**config.mk**
```make
export PLATFORM = sky130hd
export DESIGN_NAME = usb_can_adapter_frame_deframer_top
export DESIGN_NICKNAME = d
export VERILOG_FILES = /design/src/ucdf_pkg.sv /design/src/usb_can_adapter_frame_deframer_top.sv
export SDC_FILE = /design/constraint.sdc
export NUM_CORES = 1
export LEC_CHECK = 0
export BUFFER_PORTS_ARGS = -buffer_cell sky130_fd_sc_hd__clkbuf_2
export CORE_MARGIN = 1.5
export CORE_UTILIZATION = 50
export CTS_CLUSTER_SIZE = 30
export DETAILED_ROUTE_END_ITERATION = 10
export PLACE_DENSITY_LB_ADDON = 0.1
export SETUP_SLACK_MARGIN = 0.1
export SLEW_MARGIN = 20
export SYNTH_ARGS = -nofsm -noshare
export SYNTH_HDL_FRONTEND = slang
export SYNTH_SLANG_ARGS = --single-unit
```
**constraint.sdc**
```tcl
create_clock -name clk -period 9.79 [get_ports clk]
set_input_delay 1.958 -clock clk [delete_from_list [all_inputs] [get_ports clk]]
set_output_delay 1.958 -clock clk [all_outputs]
set_load 0.005 [all_outputs]
```
**src/ucdf_pkg.sv**
```systemverilog
// types and constants shared by the usb-can adapter frame deframer
package ucdf_pkg;

    typedef enum logic [1:0] {
        KIND_STRAY   = 2'd0,
        KIND_UNKNOWN = 2'd1,
        KIND_CMD     = 2'd2,
        KIND_DATA    = 2'd3
    } frame_kind_t;

    localparam logic [7:0] HDR_BYTE     = 8'hAA;
    localparam logic [7:0] CMD_BYTE     = 8'h55;
    localparam logic [3:0] DATA_NIBBLE  = 4'hC;
    localparam logic [4:0] CMD_LEN      = 5'd20;
    localparam logic [4:0] CMD_SUM_LAST = 5'd18;
    localparam logic [4:0] DATA_FIRST   = 5'd4;
    localparam int         LANES        = 8;

    typedef struct packed {
        frame_kind_t  frame_kind;
        logic [4:0]   frame_length;
        logic         checksum_ok;
        logic [7:0]   command_code;
        logic [15:0]  can_id;
        logic [3:0]   data_length_code;
        logic         is_extended;
        logic         is_remote;
        logic [63:0]  payload;
    } result_t;

endpackage

```
**src/usb_can_adapter_frame_deframer_top.sv**
```systemverilog
// top level of the usb-can adapter frame deframer
// Takes one byte per cycle on the rx side while in_stall is low and reports one result
// per completed frame (stray byte, unknown header, 20-byte command frame or dlc+5-byte
// data frame). Each byte updates the registered frame state; a finished frame is written
// at the same edge to the result register, or to a second one behind it if out_stall
// holds the first, so an unstalled result appears the cycle after its last byte. The
// second register keeps the rx side running while out_stall is high; in_stall rises
// only once both hold a result, and one byte per cycle is sustained while out_stall is low.
module usb_can_adapter_frame_deframer_top
(
    input  logic        clk,
    input  logic        rst_n,
    input  logic        in_valid,
    output logic        in_stall,
    input  logic [7:0]  rx_byte,
    output logic        out_valid,
    input  logic        out_stall,
    output logic [1:0]  frame_kind,
    output logic [4:0]  frame_length,
    output logic        checksum_ok,
    output logic [7:0]  command_code,
    output logic [15:0] can_id,
    output logic [3:0]  data_length_code,
    output logic        is_extended,
    output logic        is_remote,
    output logic [63:0] payload
);

    logic [4:0]           pos_reg, pos_next;
    ucdf_pkg::frame_kind_t kind_reg, kind_next;
    logic [7:0]           info_reg, info_next;
    logic [15:0]          id_reg, id_next;
    logic [63:0]          data_reg, data_next;
    logic [7:0]           sum_reg, sum_next;
    logic [7:0]           cmd_reg, cmd_next;

    ucdf_pkg::result_t    res;
    logic                 res_emit;
    logic                 accept;
    logic [4:0]           data_end;

    ucdf_pkg::result_t    out_reg, skid_reg;
    logic                 out_valid_reg, skid_valid_reg;
    logic                 out_fire;

    assign accept   = in_valid && !in_stall;
    assign in_stall = skid_valid_reg;
    assign out_fire = out_valid_reg && !out_stall;
    assign data_end = {1'b0, info_reg[3:0]} + ucdf_pkg::DATA_FIRST;

    // frame state and result
    always_comb
    begin
        pos_next  = pos_reg;
        kind_next = kind_reg;
        info_next = info_reg;
        id_next   = id_reg;
        data_next = data_reg;
        sum_next  = sum_reg;
        cmd_next  = cmd_reg;
        res_emit  = 1'b0;

        res                  = '0;
        res.frame_kind       = ucdf_pkg::KIND_STRAY;
        res.checksum_ok      = 1'b1;

        if (pos_reg == 5'd0)
        begin
            if (rx_byte != ucdf_pkg::HDR_BYTE)
            begin
                res_emit         = 1'b1;
                res.frame_length = 5'd1;
            end
            else
            begin
                pos_next  = 5'd1;
                kind_next = ucdf_pkg::KIND_STRAY;
                info_next = '0;
                id_next   = '0;
                data_next = '0;
                sum_next  = '0;
                cmd_next  = '0;
            end
        end
        else if (pos_reg == 5'd1)
        begin
            info_next = rx_byte;
            if (rx_byte == ucdf_pkg::CMD_BYTE)
            begin
                kind_next = ucdf_pkg::KIND_CMD;
                pos_next  = 5'd2;
            end
            else if (rx_byte[7:4] == ucdf_pkg::DATA_NIBBLE)
            begin
                kind_next = ucdf_pkg::KIND_DATA;
                pos_next  = 5'd2;
            end
            else
            begin
                kind_next        = ucdf_pkg::KIND_STRAY;
                pos_next         = 5'd0;
                res_emit         = 1'b1;
                res.frame_kind   = ucdf_pkg::KIND_UNKNOWN;
                res.frame_length = 5'd2;
            end
        end
        else if (kind_reg == ucdf_pkg::KIND_CMD)
        begin
            if (pos_reg == 5'd2)
            begin
                cmd_next = rx_byte;
            end
            if (pos_reg <= ucdf_pkg::CMD_SUM_LAST)
            begin
                sum_next = sum_reg + rx_byte;
            end
            if (pos_reg >= ucdf_pkg::CMD_LEN - 5'd1)
            begin
                pos_next         = 5'd0;
                kind_next        = ucdf_pkg::KIND_STRAY;
                res_emit         = 1'b1;
                res.frame_kind   = ucdf_pkg::KIND_CMD;
                res.frame_length = ucdf_pkg::CMD_LEN;
                res.checksum_ok  = (sum_reg == rx_byte);
                res.command_code = cmd_reg;
            end
            else
            begin
                pos_next = pos_reg + 5'd1;
            end
        end
        else if (kind_reg == ucdf_pkg::KIND_DATA)
        begin
            if (pos_reg == 5'd2)
            begin
                id_next = {8'd0, rx_byte};
            end
            else if (pos_reg == 5'd3)
            begin
                id_next = {rx_byte, id_reg[7:0]};
            end
            for (int lane = 0; lane < ucdf_pkg::LANES; lane++)
            begin
                if ((pos_reg == ucdf_pkg::DATA_FIRST + 5'(lane)) && (pos_reg < data_end))
                begin
                    data_next[lane*8 +: 8] = rx_byte;
                end
            end
            if (pos_reg >= data_end)
            begin
                pos_next             = 5'd0;
                kind_next            = ucdf_pkg::KIND_STRAY;
                res_emit             = 1'b1;
                res.frame_kind       = ucdf_pkg::KIND_DATA;
                res.frame_length     = data_end + 5'd1;
                res.can_id           = id_reg;
                res.data_length_code = info_reg[3:0];
                res.is_extended      = info_reg[5];
                res.is_remote        = info_reg[4];
                res.payload          = data_reg;
            end
            else
            begin
                pos_next = pos_reg + 5'd1;
            end
        end
        else
        begin
            // inconsistent open frame, close it quietly
            pos_next  = 5'd0;
            kind_next = ucdf_pkg::KIND_STRAY;
        end
    end

    always_ff @(posedge clk or negedge rst_n)
    begin
        if (!rst_n)
        begin
            pos_reg  <= '0;
            kind_reg <= ucdf_pkg::KIND_STRAY;
            info_reg <= '0;
            id_reg   <= '0;
            data_reg <= '0;
            sum_reg  <= '0;
            cmd_reg  <= '0;
        end
        else if (accept)
        begin
            pos_reg  <= pos_next;
            kind_reg <= kind_next;
            info_reg <= info_next;
            id_reg   <= id_next;
            data_reg <= data_next;
            sum_reg  <= sum_next;
            cmd_reg  <= cmd_next;
        end
    end

    // result register with skid entry
    always_ff @(posedge clk or negedge rst_n)
    begin
        if (!rst_n)
        begin
            out_valid_reg  <= 1'b0;
            skid_valid_reg <= 1'b0;
        end
        else if (skid_valid_reg)
        begin
            if (out_fire)
            begin
                skid_valid_reg <= 1'b0;
            end
        end
        else if (accept && res_emit)
        begin
            if (out_valid_reg && !out_fire)
            begin
                skid_valid_reg <= 1'b1;
            end
            else
            begin
                out_valid_reg <= 1'b1;
            end
        end
        else if (out_fire)
        begin
            out_valid_reg <= 1'b0;
        end
    end

    always_ff @(posedge clk)
    begin
        if (skid_valid_reg)
        begin
            if (out_fire)
            begin
                out_reg <= skid_reg;
            end
        end
        else if (accept && res_emit)
        begin
            if (out_valid_reg && !out_fire)
            begin
                skid_reg <= res;
            end
            else
            begin
                out_reg <= res;
            end
        end
    end

    assign out_valid        = out_valid_reg;
    assign frame_kind       = out_reg.frame_kind;
    assign frame_length     = out_reg.frame_length;
    assign checksum_ok      = out_reg.checksum_ok;
    assign command_code     = out_reg.command_code;
    assign can_id           = out_reg.can_id;
    assign data_length_code = out_reg.data_length_code;
    assign is_extended      = out_reg.is_extended;
    assign is_remote        = out_reg.is_remote;
    assign payload          = out_reg.payload;

`ifndef SYNTHESIS
    a_skid_needs_out: assert property (@(posedge clk) disable iff (!rst_n)
        skid_valid_reg |-> out_valid_reg)
        else $error("skid entry held while result register empty");

    a_pos_range: assert property (@(posedge clk) disable iff (!rst_n)
        pos_reg <= ucdf_pkg::CMD_LEN - 5'd1)
        else $error("byte position beyond longest frame");

    a_stray_len: assert property (@(posedge clk) disable iff (!rst_n)
        out_valid_reg && (out_reg.frame_kind == ucdf_pkg::KIND_STRAY)
        |-> (out_reg.frame_length == 5'd1))
        else $error("stray byte result with wrong length");

    a_cmd_len: assert property (@(posedge clk) disable iff (!rst_n)
        out_valid_reg && (out_reg.frame_kind == ucdf_pkg::KIND_CMD)
        |-> (out_reg.frame_length == ucdf_pkg::CMD_LEN))
        else $error("command result with wrong length");

    a_stall_holds_out: assert property (@(posedge clk) disable iff (!rst_n)
        out_valid_reg && out_stall |=> out_valid_reg)
        else $error("stalled result dropped");
`endif

endmodule
```
Word-level counts from Yosys, hierarchy flattened

Index checks and enable logic that the tools add are counted.

Flip-flop bits (word level): 315
Output and inout port bits: 104
Memories kept: 0
Bits in latches: 0
Word-level logic and storage cells: 204
Bits in writable memories: 0
Input bits: 12
ROM bits: 0

Div/mod/pow operators: 0
Eq/ne operators: 25
Mux-type cells: 85
Reduce and logical (&&, ||, !) cells: 50
$mul: 0
Bitwise operators: 1
Magnitude comparators: 4
Shift operators: 0
$add $sub $neg: 4

Operator list:

| cell                                                             | number |
|---|---|
| 102-bit two-way mux                                              | 4 |
| 64-bit two-way mux                                               | 5 |
| 86-bit two-way mux                                               | 3 |
| 95-bit two-way mux                                               | 2 |
| 8-bit two-way mux                                                | 17 |
| 16-bit two-way mux                                               | 8 |
| 6-bit AND reduction                                              | 10 |
| 5-bit two-way mux                                                | 8 |
| 2-bit nonzero test                                               | 15 |
| 7-bit two-way mux                                                | 4 |
| 2-bit two-way mux                                                | 12 |
| 6-bit two-way mux                                                | 4 |
| 5-bit by 3-bit == test with 1-bit output (second input constant) | 4 |
| 5-bit by 4-bit == test with 1-bit output (second input constant) | 4 |
| 1-bit two-way mux                                                | 17 |
| 1-bit logical AND                                                | 12 |
| 3-bit AND reduction                                              | 4 |
| 5-bit by 1-bit adder with 5-bit output (second input constant)   | 2 |
| 5-bit by 2-bit == test with 1-bit output (second input constant) | 2 |
| 2-bit inequality test (second input constant)                    | 5 |
| 5-bit AND reduction                                              | 2 |
| 9-bit two-way mux                                                | 1 |
| 8-bit adder                                                      | 1 |
| 8-bit by 7-bit == test with 1-bit output (second input constant) | 1 |
| other kinds (19)                                                 | 22 |

Depth between registers and ports, before layout

Word-level depth: 10
Depth in mapped cells: 10

Least setup slack after synthesis

Ideal clock, no wire load.

Path kind: in2reg
Start: input port rx_byte[5]
End: register out_reg, in the netlist can_id[0], enable pin
Arrival time: 9800 ps
Path buffers: 0
Stages on the path: 5
Required time: 9087 ps
Setup time: 703 ps
Slack: -713 ps
Cells stage by stage: nand4bb_1 a21boi_0 nor2b_1 a211oi_2 o21ai_0

Cells in the longest elaborated chain, start to end: 8

RTL lines:

| item                              | line                                      | source |
|---|---|---|
| start: declaration                | usb_can_adapter_frame_deframer_top.sv:15  | `input logic [7:0] rx_byte,` |
| 4-bit == test                     | usb_can_adapter_frame_deframer_top.sv:93  | `else if (rx_byte[7:4] == ucdf_pkg::DATA_NIBBLE)` |
| 1-bit two-way mux                 | usb_can_adapter_frame_deframer_top.sv:93  |  |
| 1-bit two-way mux                 | usb_can_adapter_frame_deframer_top.sv:88  | `if (rx_byte == ucdf_pkg::CMD_BYTE)` |
| 1-bit two-way mux                 | usb_can_adapter_frame_deframer_top.sv:85  | `else if (pos_reg == 5'd1)` |
| 1-bit two-way mux (*)             | usb_can_adapter_frame_deframer_top.sv:67  | `if (pos_reg == 5'd0)` |
| 1-bit logical AND (*)             | usb_can_adapter_frame_deframer_top.sv:240 | `else if (accept && res_emit)` |
| 2-bit nonzero test (no line) (*)  | -                                         |  |
| 3-bit AND reduction (no line) (*) | -                                         |  |
| end signal: assignment            | usb_can_adapter_frame_deframer_top.sv:237 | `out_reg <= skid_reg;` |
| end signal: assignment            | usb_can_adapter_frame_deframer_top.sv:248 | `out_reg <= res;` |
| end: declaration                  | usb_can_adapter_frame_deframer_top.sv:42  | `ucdf_pkg::result_t out_reg, skid_reg;` |

Every way passes the cells marked *; elsewhere a longest branch is shown, timed or not.
A chain may end at the register's enable or synchronous reset.

Final worst setup path

Start: input port rx_byte[7]
End: register out_reg, in the netlist payload[55], enable pin

Same word-level chain as after synthesis.

==> results.sh <==
export IMPL_drtPass1Iterations=5
export IMPL_cts_tree="built"
export IMPL_worst_setup_path_end_kind="register"
export IMPL_fin_skew_ns=0.0170
export IMPL_drtIter0Drc=619
export IMPL_drv_slew=0
export IMPL_final_nets=1065
export IMPL_ant_nets=0
export IMPL_clock_root_buffer="clkbuf_16"
export IMPL_clkLatencyLatePin_ns=0.51
export IMPL_timing_slew_headroom=0.341
export IMPL_cts_sinks=315
export IMPL_clk_path_buf_depth=3
export IMPL_dp_cells=1332
export IMPL_rows=59
export IMPL_post_cts_setup_buffers=0
export IMPL_crit_family="buffers and inverters"
export IMPL_die_y_um=167
export IMPL_postCtsResizedCells=0
export IMPL_min_from="id_reg[9]"
export IMPL_path_max_fanout=56
export IMPL_clk_pin_slew_ns=0.06
export IMPL_largest_reg_flops=102
export IMPL_n_fill_cell=2095
export IMPL_drc=0
export IMPL_r2r_start="pos_reg[0]"
export IMPL_diodes=0
export IMPL_fmax_mhz=225
export IMPL_cts_hold_buf=0
export IMPL_hold_path_class="reg -> reg"
export IMPL_synth_async_reset_ratio=0.352
export IMPL_gp_congestion=0.877
export IMPL_dpl_cell_area_um2=14300
export IMPL_startpoint_type="primary input"
export IMPL_num_io_pins=116
export IMPL_cts_buffers=34
export IMPL_routed_wl_mm=28.6
export IMPL_p_per_area_nw_per_um2=245
export IMPL_power_total_mw=3.78
export IMPL_instances_no_fill=1393
export IMPL_required_ns=9.92
export IMPL_drv_cap=0
export IMPL_yosysSeqAreaShare=0.661
export IMPL_tightest_slew_ns=0.988
export IMPL_synth_cell_types=65
export IMPL_setup_violations=0
export IMPL_synth_avg_cell_area_um2=14.6
export IMPL_viasPerCell=5.77
export IMPL_h_tree_depth=2
export IMPL_grt_pass1_vias=8214
export IMPL_cp_common_cell="buf_4"
export IMPL_final_cell_area_um2=15400
export IMPL_vias=8035
export IMPL_irDropWorstVdd_uv=148
export IMPL_arrival_ns=4.58
export IMPL_synth_edf_count=204
export IMPL_area_growth_pct=14.5
export IMPL_status="complete, no violations"
export IMPL_ys_flop_type="edfxtp_1"
export IMPL_drive_above_1_share=0.304
export IMPL_cp_startpoint="rx_byte[7]"
export IMPL_dp_hpwl_mm=17.5
export IMPL_yosysWarnings=0
export IMPL_grt_max_degree=99
export IMPL_routedWlPerCell_um=20.5
export IMPL_start_util=0.514
export IMPL_gr_total_overflow=0
export IMPL_crit_type="in -> reg"
export IMPL_path_cells="clkbuf_2 -> nand4bb_1 -> a21boi_0 -> nor2b_1 -> a211oi_2 -> o21ai_4 -> buf_4 -> buf_4"
export IMPL_core_um2=26200
export IMPL_grt_setup_unrepaired="false"
export IMPL_path_buf_inv=3
export IMPL_dieArea_um2=27900
export IMPL_cp_slowest_cell="buf_4"
export IMPL_cp_slowest_stage_delay_ns=0.65
export IMPL_final_hold_violation_count=0
export IMPL_synth_nets=956
export IMPL_synthesis_area_um2=13500
export IMPL_synth_seq_cells=315
export IMPL_syn_inst=924
export IMPL_setup_tns_ns=0
export IMPL_antenna_found_initial=0
export IMPL_p_leak_nw=6.59
export IMPL_fin_crit_ns=4.45
export IMPL_die_w_um=167
export IMPL_port_buffers=115
export IMPL_period_share=0.455
export IMPL_grt_usage=0.213
export IMPL_grt_pass1_wl_mm=46.6
## cells by family after synthesis
group,share of synthesized area
adder cells (fa/ha/maj),0.0191
buffers and inverters,0.0211
XOR/XNOR,0.00585
AND/OR/NAND/NOR,0.106
flip-flops,0.661
AO/OA/AOI/OAI,0.0916
multiplexers,0.0952
## per-layer routing
| metal | share of wire | vias to the layer above | GRT usage |
|---|---|---|---|
| li1 | - | 3758 | - |
| met4 | 0.023 | 0 | 0.0727 |
| met1 | 0.48 | 4037 | 0.315 |
| met2 | 0.44 | 201 | 0.320 |
| met3 | 0.051 | 39 | 0.0364 |
| met5 | 0 | - | 0 |
## cells in the mapped netlist, types with 8 or more instances
master / number / area (um^2)
and3_1: 99 / 619
a21oi_1: 16 / 80.1
ha_1: 19 / 238
edfxtp_1: 204 / 6130
mux2_2: 112 / 1260
nor2_1: 18 / 67.6
o2bb2ai_1: 40 / 350
inv_1: 15 / 56.3
nand3_1: 8 / 40.0
clkbuf_1: 34 / 128
o31ai_1: 17 / 128
dfrtp_1: 111 / 2780
nand2_1: 57 / 214
buf_2: 11 / 55.1
o21ai_0: 21 / 105
and2_1: 9 / 56.3
nand2b_1: 10 / 62.6
a22o_1: 16 / 140
## final cells by class
cell class / instances / area [um^2] / share of cell area
sequential: 315 / 8900 / 0.578
multi-input combinational: 542 / 4310 / 0.280
timing repair buffer: 125 / 653 / 0.0424
clock buffer: 50 / 982 / 0.0637
tap: 335 / 419 / 0.0272
inverter: 15 / 57.6 / 0.00373
clock inverter: 11 / 87.6 / 0.00568
## power breakdown
group	internal [mW]	total [mW]	leakage (nW)	switching, mW
Clock	0.725	1.23	0.534	0.503
Combinational	0.291	0.786	2.60	0.495
Sequential	1.70	1.77	3.46	0.0703
## worst min-delay path: stages, from the launching register on
cell and delay [ns]:
dfrtp_1 0.33, nand2_1 0.05, o31ai_1 0.05
## per-stage QoR
stage | utilization | hold WS, ns | setup WS [ns]
2_1_floorplan | - | 0.440 | 2.03
3_3_place_gp | 0.547 | 0.453 | 4.94
3_5_place_dp | 0.547 | 0.458 | 4.77
4_1_cts | 0.588 | 0.470 | 5.26
5_1_grt | 0.588 | 0.491 | 5.08
6_report | 0.588 | 0.468 | 5.34
## cells in the final DEF (no fill, tap or decap), drive strengths merged, types with 17 or more instances in the layout
master	n
a21oi	20
o2bb2ai	40
and3	99
ha	19
o31ai	17
clkbuf	164
o21ai	31
edfxtp	204
nand2	62
nor2	18
dfrtp	111
mux2	112
## worst paths after layout
check	endpoint	slack (ns)	depth (start not counted)
setup / recovery	payload[55]	5.34	8
hold / removal	id_reg[9]	0.47	2
setup reg to reg	payload[55]	5.50	9
hold reg to reg	id_reg[9]	0.47	2
max in group asynchronous	data_reg[1]	7.01	2
min in group asynchronous	data_reg[2]	1.50	1
(Power assumes the default switching activity.)
